### config.mk
export PLATFORM = sky130hd
export DESIGN_NAME = decimal_number_rect_glyph_emitter
export DESIGN_NICKNAME = d
export VERILOG_FILES = /design/src/hw/rtl/dnrg_pkg.sv /design/src/hw/rtl/dnrg_glyph.sv /design/src/hw/rtl/decimal_number_rect_glyph_emitter.sv
export SDC_FILE = /design/constraint.sdc
export NUM_CORES = 1
export LEC_CHECK = 0
export ABC_CLOCK_PERIOD_IN_PS = 14200
export BUFFER_PORTS_ARGS = -buffer_cell sky130_fd_sc_hd__buf_2
export CAP_MARGIN = 20
export CORE_MARGIN = 3
export CORE_UTILIZATION = 42
export DETAILED_ROUTE_END_ITERATION = 6
export GPL_ROUTABILITY_DRIVEN = 0
export SETUP_SLACK_MARGIN = 0.02
export SLEW_MARGIN = 5
export SYNTH_ARGS = -nofsm -noshare
export SYNTH_HDL_FRONTEND = slang
export SYNTH_HIERARCHICAL = 1
export SYNTH_SLANG_ARGS = --single-unit
### constraint.sdc
create_clock -name clk_i -period 14.2 [get_ports clk_i]
set_input_delay 1.42 -clock clk_i [delete_from_list [all_inputs] [get_ports clk_i]]
set_output_delay 1.42 -clock clk_i [all_outputs]
set_load 0.005 [all_outputs]
### src/hw/rtl/dnrg_pkg.sv
// Package for the decimal glyph emitter: microcode table, step/op/condition
// codes, the 3x5 font rectangle table and the rectangle record type.
// No dependencies.
`timescale 1ns / 1ps

package dnrg_pkg;

  localparam int unsigned MaxDigitsDef = 5;

  // v / 10 == (v * Recip10) >> Recip10Shift for every 16-bit v
  localparam logic [15:0] Recip10      = 16'hCCCD;
  localparam int unsigned Recip10Shift = 19;

  typedef enum logic [1:0] {
    STEP_IDLE,
    STEP_DIV,
    STEP_EMIT
  } step_e;

  typedef enum logic [1:0] {
    OP_LOAD,
    OP_DIV,
    OP_EMIT
  } op_e;

  typedef enum logic [1:0] {
    COND_START,
    COND_MORE,
    COND_DONE
  } cond_e;

  // if cond holds go to jump, else go to next
  typedef struct packed {
    op_e   op;
    cond_e cond;
    step_e jump;
    step_e next;
  } uword_t;

  typedef struct packed {
    logic [1:0] dx;
    logic [2:0] dy;
    logic [1:0] w;
    logic [2:0] h;
  } cell_rect_t;

  typedef struct packed {
    logic [15:0] x;
    logic [15:0] y;
    logic [15:0] w;
    logic [15:0] h;
    logic        glyph_end;
  } rect_t;

  function automatic uword_t ucode(step_e pc);
    uword_t uw;
    unique case (pc)
      STEP_IDLE: uw = '{op: OP_LOAD, cond: COND_START, jump: STEP_DIV,  next: STEP_IDLE};
      STEP_DIV:  uw = '{op: OP_DIV,  cond: COND_MORE,  jump: STEP_DIV,  next: STEP_EMIT};
      STEP_EMIT: uw = '{op: OP_EMIT, cond: COND_DONE,  jump: STEP_IDLE, next: STEP_EMIT};
      default:   uw = '{op: OP_LOAD, cond: COND_START, jump: STEP_IDLE, next: STEP_IDLE};
    endcase
    return uw;
  endfunction

  function automatic logic [5:0] glyph_start(logic [3:0] d);
    logic [5:0] s;
    case (d)
      4'd0:    s = 6'd0;
      4'd1:    s = 6'd4;
      4'd2:    s = 6'd8;
      4'd3:    s = 6'd13;
      4'd4:    s = 6'd17;
      4'd5:    s = 6'd20;
      4'd6:    s = 6'd25;
      4'd7:    s = 6'd31;
      4'd8:    s = 6'd33;
      4'd9:    s = 6'd38;
      default: s = 6'd0;
    endcase
    return s;
  endfunction

  function automatic logic [2:0] glyph_count(logic [3:0] d);
    logic [2:0] c;
    case (d)
      4'd0, 4'd1, 4'd3:             c = 3'd4;
      4'd2, 4'd5, 4'd8, 4'd9:       c = 3'd5;
      4'd4:                         c = 3'd3;
      4'd6:                         c = 3'd6;
      4'd7:                         c = 3'd2;
      default:                      c = 3'd1;
    endcase
    return c;
  endfunction

  function automatic cell_rect_t glyph_rect(logic [5:0] idx);
    cell_rect_t r;
    case (idx)
      // 0
      6'd0:  r = '{2'd0, 3'd0, 2'd1, 3'd5};
      6'd1:  r = '{2'd1, 3'd0, 2'd1, 3'd1};
      6'd2:  r = '{2'd2, 3'd0, 2'd1, 3'd5};
      6'd3:  r = '{2'd1, 3'd4, 2'd1, 3'd1};
      // 1
      6'd4:  r = '{2'd1, 3'd0, 2'd1, 3'd5};
      6'd5:  r = '{2'd0, 3'd1, 2'd1, 3'd1};
      6'd6:  r = '{2'd0, 3'd4, 2'd1, 3'd1};
      6'd7:  r = '{2'd2, 3'd4, 2'd1, 3'd1};
      // 2
      6'd8:  r = '{2'd0, 3'd0, 2'd3, 3'd1};
      6'd9:  r = '{2'd2, 3'd1, 2'd1, 3'd1};
      6'd10: r = '{2'd0, 3'd2, 2'd3, 3'd1};
      6'd11: r = '{2'd0, 3'd3, 2'd1, 3'd1};
      6'd12: r = '{2'd0, 3'd4, 2'd3, 3'd1};
      // 3
      6'd13: r = '{2'd0, 3'd0, 2'd3, 3'd1};
      6'd14: r = '{2'd2, 3'd1, 2'd1, 3'd3};
      6'd15: r = '{2'd0, 3'd2, 2'd3, 3'd1};
      6'd16: r = '{2'd0, 3'd4, 2'd3, 3'd1};
      // 4
      6'd17: r = '{2'd0, 3'd0, 2'd1, 3'd2};
      6'd18: r = '{2'd2, 3'd0, 2'd1, 3'd5};
      6'd19: r = '{2'd0, 3'd2, 2'd3, 3'd1};
      // 5
      6'd20: r = '{2'd0, 3'd0, 2'd3, 3'd1};
      6'd21: r = '{2'd0, 3'd1, 2'd1, 3'd2};
      6'd22: r = '{2'd0, 3'd2, 2'd3, 3'd1};
      6'd23: r = '{2'd2, 3'd3, 2'd1, 3'd1};
      6'd24: r = '{2'd0, 3'd4, 2'd3, 3'd1};
      // 6
      6'd25: r = '{2'd2, 3'd0, 2'd1, 3'd1};
      6'd26: r = '{2'd0, 3'd1, 2'd1, 3'd3};
      6'd27: r = '{2'd0, 3'd0, 2'd3, 3'd1};
      6'd28: r = '{2'd0, 3'd2, 2'd3, 3'd1};
      6'd29: r = '{2'd0, 3'd4, 2'd3, 3'd1};
      6'd30: r = '{2'd2, 3'd3, 2'd1, 3'd1};
      // 7
      6'd31: r = '{2'd0, 3'd0, 2'd3, 3'd1};
      6'd32: r = '{2'd2, 3'd1, 2'd1, 3'd4};
      // 8
      6'd33: r = '{2'd0, 3'd0, 2'd1, 3'd5};
      6'd34: r = '{2'd2, 3'd0, 2'd1, 3'd5};
      6'd35: r = '{2'd1, 3'd0, 2'd1, 3'd1};
      6'd36: r = '{2'd1, 3'd2, 2'd1, 3'd1};
      6'd37: r = '{2'd1, 3'd4, 2'd1, 3'd1};
      // 9
      6'd38: r = '{2'd0, 3'd0, 2'd3, 3'd1};
      6'd39: r = '{2'd0, 3'd2, 2'd3, 3'd1};
      6'd40: r = '{2'd0, 3'd1, 2'd1, 3'd1};
      6'd41: r = '{2'd2, 3'd1, 2'd1, 3'd3};
      6'd42: r = '{2'd0, 3'd4, 2'd3, 3'd1};
      default: r = '0;
    endcase
    return r;
  endfunction

endpackage

### src/hw/rtl/dnrg_glyph.sv
// Font lookup and placement of one rectangle of a digit glyph.
// Depends on dnrg_pkg (font tables, rect_t).
`timescale 1ns / 1ps

module dnrg_glyph import dnrg_pkg::*; (
  input  logic [3:0]  digit_i,
  input  logic [2:0]  rect_idx_i,
  input  logic [7:0]  scale_i,
  input  logic [15:0] base_x_i,
  input  logic [15:0] base_y_i,
  output rect_t       rect_o
);

  cell_rect_t  font_rect;
  logic [5:0]  rom_idx;
  logic [10:0] dx_s, dy_s, w_s, h_s;

  always_comb begin
    rom_idx   = glyph_start(digit_i) + 6'(rect_idx_i);
    font_rect = glyph_rect(rom_idx);
    dx_s      = 11'(font_rect.dx) * 11'(scale_i);
    dy_s      = 11'(font_rect.dy) * 11'(scale_i);
    w_s       = 11'(font_rect.w)  * 11'(scale_i);
    h_s       = 11'(font_rect.h)  * 11'(scale_i);
    rect_o.x = base_x_i + 16'(dx_s);
    rect_o.y = base_y_i + 16'(dy_s);
    rect_o.w = 16'(w_s);
    rect_o.h = 16'(h_s);
    rect_o.glyph_end = (rect_idx_i == glyph_count(digit_i) - 3'd1);
  end

endmodule

### src/hw/rtl/decimal_number_rect_glyph_emitter.sv
// After start is taken, the one-digit-per-cycle divide-by-10 step of the
// microcode splits the value into its decimal digits; the single rectangle
// emit step then strobes one rectangle per cycle, 2..6 per digit. A new
// number is taken only once the last one is through. busy_o falls as the last
// rectangle shows, so the next start may land on that edge. Reset is async
// active low. Depends on dnrg_pkg and dnrg_glyph.
`timescale 1ns / 1ps

module decimal_number_rect_glyph_emitter import dnrg_pkg::*; #(
  parameter int unsigned MAX_DIGITS = MaxDigitsDef
) (
  input  logic        clk_i,
  input  logic        rst_ni,
  input  logic        start_i,
  output logic        busy_o,
  input  logic [15:0] pos_x_i,
  input  logic [15:0] pos_y_i,
  input  logic [15:0] value_i,
  input  logic [15:0] ink_color_i,
  input  logic [7:0]  scale_i,
  output logic        rect_valid_o,
  output logic [15:0] rect_x_o,
  output logic [15:0] rect_y_o,
  output logic [15:0] rect_w_o,
  output logic [15:0] rect_h_o,
  output logic [15:0] rect_color_o,
  output logic        last_rect_o
);

  localparam int unsigned IdxW = (MAX_DIGITS > 1) ? $clog2(MAX_DIGITS) : 1;
  localparam int unsigned CntW = $clog2(MAX_DIGITS + 1);

  step_e       pc_q, pc_d;
  uword_t      uw;
  logic        cond;

  logic [15:0] v_q, base_x_q, pos_y_q, color_q;
  logic [7:0]  scale_q;
  logic [3:0]  rev_q [MAX_DIGITS];
  logic [IdxW-1:0] dig_q;
  logic [2:0]  r_q;

  logic [31:0] prod;
  logic [15:0] quot, rem16;
  logic        more;
  rect_t       rect;

  logic        valid_q, last_q;
  logic [15:0] x_q, y_q, w_q, h_q, col_q;

  // divide by 10 through the reciprocal
  always_comb begin
    prod  = 32'(v_q) * 32'(Recip10);
    quot  = 16'(prod >> Recip10Shift);
    rem16 = v_q - {quot[12:0], 3'b000} - {quot[14:0], 1'b0};
    more  = (quot != 16'd0) && ((CntW'(dig_q) + CntW'(1)) < CntW'(MAX_DIGITS));
  end

  dnrg_glyph u_glyph (
    .digit_i    (rev_q[dig_q]),
    .rect_idx_i (r_q),
    .scale_i    (scale_q),
    .base_x_i   (base_x_q),
    .base_y_i   (pos_y_q),
    .rect_o     (rect)
  );

  // sequencer
  always_comb begin
    uw = ucode(pc_q);
    unique case (uw.cond)
      COND_START: cond = start_i;
      COND_MORE:  cond = more;
      COND_DONE:  cond = rect.glyph_end && (dig_q == '0);
      default:    cond = 1'b0;
    endcase
    pc_d = cond ? uw.jump : uw.next;
  end

  always_ff @(posedge clk_i or negedge rst_ni) begin
    if (!rst_ni) begin
      pc_q    <= STEP_IDLE;
      dig_q   <= '0;
      r_q     <= '0;
      valid_q <= 1'b0;
      last_q  <= 1'b0;
    end else begin
      pc_q    <= pc_d;
      valid_q <= (uw.op == OP_EMIT);
      last_q  <= (uw.op == OP_EMIT) && cond;
      unique case (uw.op)
        OP_LOAD: begin
          if (start_i) begin
            dig_q <= '0;
            r_q   <= '0;
          end
        end
        OP_DIV: begin
          // on the final digit dig_q stays at the top digit's index
          if (more) dig_q <= dig_q + IdxW'(1);
        end
        OP_EMIT: begin
          if (rect.glyph_end) begin
            r_q <= '0;
            // stays at zero after the lowest digit so the digit index stays in range
            if (dig_q != '0) dig_q <= dig_q - IdxW'(1);
          end else begin
            r_q <= r_q + 3'd1;
          end
        end
        default: ;
      endcase
    end
  end

  always_ff @(posedge clk_i) begin
    unique case (uw.op)
      OP_LOAD: begin
        if (start_i) begin
          v_q      <= value_i;
          base_x_q <= pos_x_i;
          pos_y_q  <= pos_y_i;
          color_q  <= ink_color_i;
          scale_q  <= scale_i;
        end
      end
      OP_DIV: begin
        rev_q[dig_q] <= rem16[3:0];
        v_q          <= quot;
      end
      OP_EMIT: begin
        x_q   <= rect.x;
        y_q   <= rect.y;
        w_q   <= rect.w;
        h_q   <= rect.h;
        col_q <= color_q;
        if (rect.glyph_end) base_x_q <= base_x_q + {6'b0, scale_q, 2'b00};
      end
      default: ;
    endcase
  end

  assign busy_o       = (pc_q != STEP_IDLE);
  assign rect_valid_o = valid_q;
  assign last_rect_o  = last_q;
  assign rect_x_o     = x_q;
  assign rect_y_o     = y_q;
  assign rect_w_o     = w_q;
  assign rect_h_o     = h_q;
  assign rect_color_o = col_q;

endmodule

==> results of run 1 <==
==> registers in the layout, indices dropped and copies added (netlist names) <==
signal        count
color_q          16
rect_w_o         16
pos_y_q          16
rect_y_o         16
rect_h_o         16
rect_x_o         16
rect_color_o     16
pc_q              2
base_x_q         16
dig_q             3
rect_valid_o      1
v_q              16
scale_q           8
r_q               3
rev_q            20
last_rect_o       1
==> area by class of cell <==
type	count	area, um^2	share of cell area (%)
Sequential cell	182	5415	29.72
Inverter	278	1044	5.726
Timing Repair Buffer	163	850.8	4.669
Clock inverter	13	155.1	0.8514
Multi-Input combinational cell	1069	9671	53.07
Antenna cell	2	5.005	0.02746
Clock buffer	19	442.9	2.431
Tap cell	511	639.4	3.509
==> per-layer routing <==
metal	global-route usage (%)	routed length [um]	vias to the layer above
met5	0	51	-
met4	5.924	1009	8
met2	31.86	18820	370
met1	26.16	17420	5705
li1	-	-	5706
met3	3.400	1906	62
==> cells in the mapped netlist, types with 11 or more instances <==
library cell    n
a21o_1         17
nor2_1         59
o21a_1         17
nor2b_1        24
and2_1         21
inv_1         276
o21ai_0        58
mux2_2         20
edfxtp_1      172
a21oi_1        73
buf_2          13
nand2_1        99
nand3_1        29
xnor2_1        49
and3_1         11
nand4_1        19
buf_4          13
xor2_1         21
ha_1          208
fa_1          113
clkbuf_1       15
nor3_1         32
o211ai_1       13
==> through the flow <==
step	instances	cell area, um^2	setup WS, ns
after floorplan	1582	16400	6.942
after global placement	2202	17590	6.347
after detailed placement	2202	17590	6.262
after CTS	2234	18190	6.217
after global routing	2237	18220	5.417
final	2237	18220	6.023
==> worst max path at each step <==
stage,from,endpoint,slack (ns),cells past startpoint
after CTS,dig_q[0],rect_y_o[13],6.22,27
after global placement,dig_q[0],rect_y_o[15],6.35,27
after floorplan,dig_q[0],rect_y_o[13],6.94,30
after detailed placement,dig_q[0],rect_y_o[15],6.26,25
final,dig_q[0],rect_y_o[13],6.02,27
after global routing,dig_q[0],rect_y_o[13],5.42,25
==> logic make-up (layout without fill, tap and decap cells) <==
family,count (synthesis),in the layout,share of synthesized area (%)
compound gates,294,294,12.05
xor+xnor,71,71,3.846
fa+ha+maj,321,321,29.72
buf+inv,331,473,8.127
flops,182,182,33.09
mux,35,35,2.684
other cells,1,13,0.02291
simple gates,337,337,10.46
==> Flow_metrics.wiki, run 1 <==
{| class="wikitable"
! Metric !! Value
|-
| Syn avg cell area || 10.41 um^2
|-
| PostCTS Resize Cnt || 0
|-
| EDFF count, synth || between 150 and 200
|-
| Total gr overflow || 0
|-
| Sum of routed wire length over all layers || 39210 um
|-
| Setup slack on the worst flop-to-flop path || 6.02 ns
|-
| HPWL after detailed placement || 30710 um
|-
| Count of input and output buffers || ~160
|-
| Kind of start point of the critical path || flop
|-
| Post-CTS Hold Buffers || 0
|-
| Number of warnings issued by yosys || 6
|-
| Share of synthesized registers carrying an async set or reset || 5.495%
|-
| Post-Syn Area || 16370 um^2
|-
| Chip Width || 203.4 um
|-
| Share of final-layout standard cells stronger than drive strength 1 || 14.68%
|-
| Area growth from synthesis to layout || 11.35%
|-
| Initial antenna violation count || 6
|-
| Sinks on the clock net || between 150 and 200
|-
| Number of inserted filler cells in the final layout || between 3000 and 4000
|-
| Crit path max-delay cell type || o31ai_1
|-
| Highest fanout seen on the critical path || 33
|-
| Worst Path Arrival || 8.37 ns
|-
| Number of vias after detailed routing || approximately 12000
|-
| Leading cell type in the layout, fill and taps excluded || inv_1
|-
| Iteration-0 DRC count of the detailed router || 931
|-
| Count of boundary I/O pins || roughly 160
|-
| Endpoint of the most critical register-to-register path || rect_y_o[13]
|-
| Hold path endpoint || rect_color_o[6]
|-
| Pin count of the biggest net entering global routing || 88
|-
| Total global-route track usage || 19.33%
|-
| Detailed-router iteration count before antenna repair || 7
|-
| Most area-consuming cells after synthesis || edfxtp_1, ha_1, fa_1
|-
| Critical path buffers and inverters || 5
|-
| Result of the run || complete, no violations
|-
| Crit share post-route || 57.59%
|-
| TritonCTS buffer count || 17
|-
| Worst Hold Slack || 0.4129 ns
|-
| Required time worst endpoint || 14.39 ns
|-
| FF+latch count, synth || 182
|-
| Count of cells along the worst hold path || 0
|-
| Mean number of vias per cell || 5.298
|-
| Post-route ant nets || 0
|-
| TritonCTS clock tree || yes
|-
| Number of setup violations in the final report || 0
|-
| Register clock-pin slew on the reported worst setup and hold paths || 0.09 ns
|-
| Yosys top cell by area || edfxtp_1
|-
| Global-route wire length before repair || roughly 63000 um
|-
| Setup TNS || 0 ns
|-
| Largest stage delay, worst path || ~0.73 ns
|-
| Vias in the first global route || approximately 12000
|-
| Tightest slew margin relative to the limit || 34.31%
|-
| Kind of end point of the critical path || flop
|-
| Commonest register cell after synthesis || edfxtp_1
|-
| Die Y || 203.4 um
|-
| Initial Util || 43.04%
|-
| Nets || 2107
|-
| Placeable core area || around 38000 um^2
|-
| Routed WL per cell || 17.53 um
|-
| Origin of the worst min-delay path || color_q[6]
|-
| Clock tree root buffer cell || clkbuf_16
|-
| Unrepaired setup endpoints after global routing || false
|-
| H-tree depth || 4
|-
| Path type of the worst setup path || flop to flop
|-
| Type of the worst min-delay path || flop to flop
|-
| Number of failing hold endpoints at the final stage || 0
|-
| Slew of the pin with the lowest slew margin || 0.9764 ns
|-
| Layout Skew || 0.02887 ns
|-
| Proportion of synthesized chip area in sequential cells || 33.09%
|-
| Fin crit period || 8.177 ns
|-
| Maximum root-to-sink buffer count || 2
|-
| Reg-to-Reg Start || dig_q[0]
|-
| Depth of the worst register-to-register path || 27
|-
| Most frequent cells in the layout || inv_1, ha_1, edfxtp_1, buf_2, fa_1
|-
| Max Slew Vio Count || 0
|-
| Cell count after synthesis || roughly 1600
|-
| Area share of the largest cell type after synthesis || 31.56%
|-
| Achievable clock frequency || 0.1223 GHz
|-
| Core Rows || between 70 and 80
|-
| Postcts setup bufs || 0
|-
| Overall die area || 41370 um^2
|-
| Final core occ || 47.93%
|-
| DRC violations left || 0
|-
| Number of library cell types mapped by synthesis || 93
|-
| Max_cap viols || 0
|-
| Source-to-sink clock delay at the later pin of the worst-skew pair || 0.46 ns
|-
| Cell family contributing the most delay on the critical path || adder cells
|}
Power of run 1 is not shown: default switching activity piles up to over one toggle a cycle in this logic, so the estimate is an artifact.
==> run 2: changes to the inputs <==
--- a/config.mk
+++ b/config.mk
@@ -5,7 +5,7 @@
 export SDC_FILE = /design/constraint.sdc
 export NUM_CORES = 1
 export LEC_CHECK = 0
-export ABC_CLOCK_PERIOD_IN_PS = 14200
+export ABC_CLOCK_PERIOD_IN_PS = 7700
 export BUFFER_PORTS_ARGS = -buffer_cell sky130_fd_sc_hd__buf_2
 export CAP_MARGIN = 20
 export CORE_MARGIN = 3
==> constraint.sdc (replaced) <==
create_clock -name clk_i -period 7.7 [get_ports clk_i]
set_input_delay 0.77 -clock clk_i [delete_from_list [all_inputs] [get_ports clk_i]]
set_output_delay 0.77 -clock clk_i [all_outputs]
set_load 0.005 [all_outputs]
==> run 2 against run 1 <==
Sequential share of layout area barely moved. Clock-buffer cell count did not move. Critical path type unchanged. Register-to-register slack got worse by 5.5 ns. Largest cell class unchanged.
==> Flow_metrics.wiki, run 2 (synthesized netlist as in run 1, its figures left out) <==
{| class="wikitable"
! Metric !! Value
|-
| Mean number of vias per cell || 5.233 (was 5.298)
|-
| Kind of start point of the critical path || flop (unchanged)
|-
| Max_cap viols || 0 (unchanged)
|-
| Maximum root-to-sink buffer count || 2 (unchanged)
|-
| Number of flip-flops in the largest register || 20 (unchanged)
|-
| Worst Path Arrival || 7.38 ns (was 8.37 ns)
|-
| DRC violations left || 0 (unchanged)
|-
| Max Slew Vio Count || 0 (unchanged)
|-
| Global-route wire length before repair || 62950 um (was 63370 um)
|-
| Setup slack on the worst flop-to-flop path || 0.52 ns (was 6.02 ns)
|-
| Depth of the worst register-to-register path || 26 (was 27)
|-
| Required time worst endpoint || 7.90 ns (was 14.39 ns)
|-
| Placeable core area || 38020 um^2 (unchanged)
|-
| Kind of end point of the critical path || flop (unchanged)
|-
| Slew of the pin with the lowest slew margin || 1.069 ns (was 0.9764 ns)
|-
| Crit share post-route || 93.25% (was 57.59%)
|-
| Nets || 2117 (was 2107)
|-
| Fin crit period || 7.180 ns (was 8.177 ns)
|-
| Final setup margin || 0.5200 ns (was 6.023 ns)
|-
| Number of inserted filler cells in the final layout || 3607 (was 3573)
|-
| Highest fanout seen on the critical path || 11 (was 33)
|-
| Die Y || 203.4 um (unchanged)
|-
| Sum of routed wire length over all layers || 38960 um (was 39210 um)
|-
| Most frequent cells in the layout || inv_1, ha_1, edfxtp_1, buf_2, fa_1 (unchanged)
|-
| H-tree depth || 4 (unchanged)
|-
| Clock tree root buffer cell || clkbuf_16 (unchanged)
|-
| Type of the worst min-delay path || input pin to async pin (was flop to flop)
|-
| Vias in the first global route || 11803 (was 11848)
|-
| Chip Width || 203.4 um (unchanged)
|-
| Sinks on the clock net || 182 (unchanged)
|-
| Register clock-pin slew on the reported worst setup and hold paths || 0.09 ns (about the same)
|-
| Unrepaired setup endpoints after global routing || false (unchanged)
|-
| Initial Util || 43.04% (unchanged)
|-
| Pin count of the biggest net entering global routing || 86 (was 88)
|-
| TritonCTS clock tree || yes (unchanged)
|-
| Achievable clock frequency || 0.1393 GHz (was 0.1223 GHz)
|-
| Number of vias after detailed routing || 11753 (was 11851)
|-
| Number of failing hold endpoints at the final stage || 0 (unchanged)
|-
| Tightest slew margin relative to the limit || 28.72% (was 34.31%)
|-
| Path type of the worst setup path || flop to flop (unchanged)
|-
| Detailed-router iteration count before antenna repair || 6 (was 7)
|-
| Total gr overflow || 0 (unchanged)
|-
| Post-CTS Hold Buffers || 0 (unchanged)
|-
| TritonCTS buffer count || 17 (unchanged)
|-
| Core Rows || 71 (unchanged)
|-
| HPWL after detailed placement || 30580 um (was 30710 um)
|-
| Routed WL per cell || 17.35 um (was 17.53 um)
|-
| Endpoint of the most critical register-to-register path || rect_y_o[10] (was rect_y_o[13])
|-
| Reg-to-Reg Start || dig_q[0] (unchanged)
|-
| Count of input and output buffers || 157 (unchanged)
|-
| Layout Skew || 0.02937 ns (was 0.02887 ns)
|-
| Number of setup violations in the final report || 0 (unchanged)
|-
| Share of final-layout standard cells stronger than drive strength 1 || 15.23% (was 14.68%)
|-
| Leading cell type in the layout, fill and taps excluded || inv_1 (unchanged)
|-
| Total global-route track usage || 19.16% (was 19.33%)
|-
| Setup TNS || 0 ns (unchanged)
|-
| Source-to-sink clock delay at the later pin of the worst-skew pair || 0.46 ns (about the same)
|-
| Result of the run || complete, no violations (unchanged)
|-
| Area growth from synthesis to layout || 11.41% (was 11.35%)
|-
| Worst Hold Slack || 0.1666 ns (was 0.4129 ns)
|-
| Overall die area || 41370 um^2 (unchanged)
|-
| Iteration-0 DRC count of the detailed router || 948 (was 931)
|-
| Placement-stage worst setup slack || 0.2600 ns (was 6.262 ns)
|-
| Count of boundary I/O pins || 158 (unchanged)
|-
| Largest Register || rev_q (unchanged)
|-
| Post-route ant nets || 0 (unchanged)
|-
| Initial antenna violation count || 7 (was 6)
|}
-- run 2: cell count changes in the layout (fill, tap and decap cells not counted), moves of 2 or more --
cell and delta:
clkinv_4 -2, clkinv_2 +2, clkinv_8 -2, buf_4 +10, clkinvlp_4 +4
-- run 2: area by class of cell --
cell class	instances	area [um^2]	area share (%)
Multi-Input combinational cell	1069	9682	53.10
Sequential cell	182	5416	29.71
Inverter	278	1044	5.723
Timing Repair Buffer	173	918.4	5.037
Tap cell	511	639.4	3.507
Clock buffer	19	432.9	2.374
Clock inverter	12	95.09	0.5215
Antenna cell	2	5.005	0.02745
-- run 2: routing by layer --
metal  GRT usage, %  wire, um  part of all wire, %  vias to the layer above
met5              0        54                 0.14                        -
met2          31.99     18810                   48                      300
met4          5.580       844                  2.2                       10
met3          3.623      1909                  4.9                       58
li1               -         -                    -                     5717
met1          25.51     17350                   45                     5668
-- run 2: worst max-delay path by stage --
stage | start | end | cells past startpoint
floorplan | dig_q[0] | rect_y_o[13] | 30
detailed placement | dig_q[0] | rect_y_o[13] | 27
CTS | dig_q[0] | rect_y_o[15] | 26
global placement | dig_q[0] | rect_y_o[15] | 26
finish | dig_q[0] | rect_y_o[10] | 26
global route | dig_q[0] | rect_y_o[10] | 26
-- run 2: worst max-delay path: stages, from the launching register on --
cell and delay (ns):
dfrtp_2 0.52, mux4_2 0.53, mux2_2 0.33, inv_1 0.11
ha_1 0.15, nand2_1 0.05, o21ai_0 0.08, ha_1 0.23
inv_1 0.07, fa_1 0.55, nor2b_4 0.20, o21ai_4 0.09
xnor2_2 0.43, or2_0 0.42, a221o_1 0.37, a21boi_0 0.18
fa_1 0.57, inv_1 0.06, fa_1 0.50, inv_1 0.05
ha_1 0.33, a21o_1 0.23, a21oi_1 0.24, nor2_1 0.12
a31o_2 0.25, a21oi_1 0.17, xnor2_1 0.09
-- run 2: per-stage QoR --
step / instances / util (%) / cell area, um^2
after floorplan: 1582 / - / 16400
after global placement: 2213 / 46.52 / 17690
after detailed placement: 2213 / 46.52 / 17690
after CTS: 2244 / 47.91 / 18220
after global routing: 2246 / 47.95 / 18230
final: 2246 / 47.95 / 18230
-- run 2: what timing repair did --
| item | CTS | global route |
|---|---|---|
| setup endpoints to repair | 0 | 8 |
| resized for setup | 0 | 5 |
| setup buffers | 0 | 0 |
| hold endpoints to repair | 0 | 0 |
Power of run 2 is left out for the same reason.
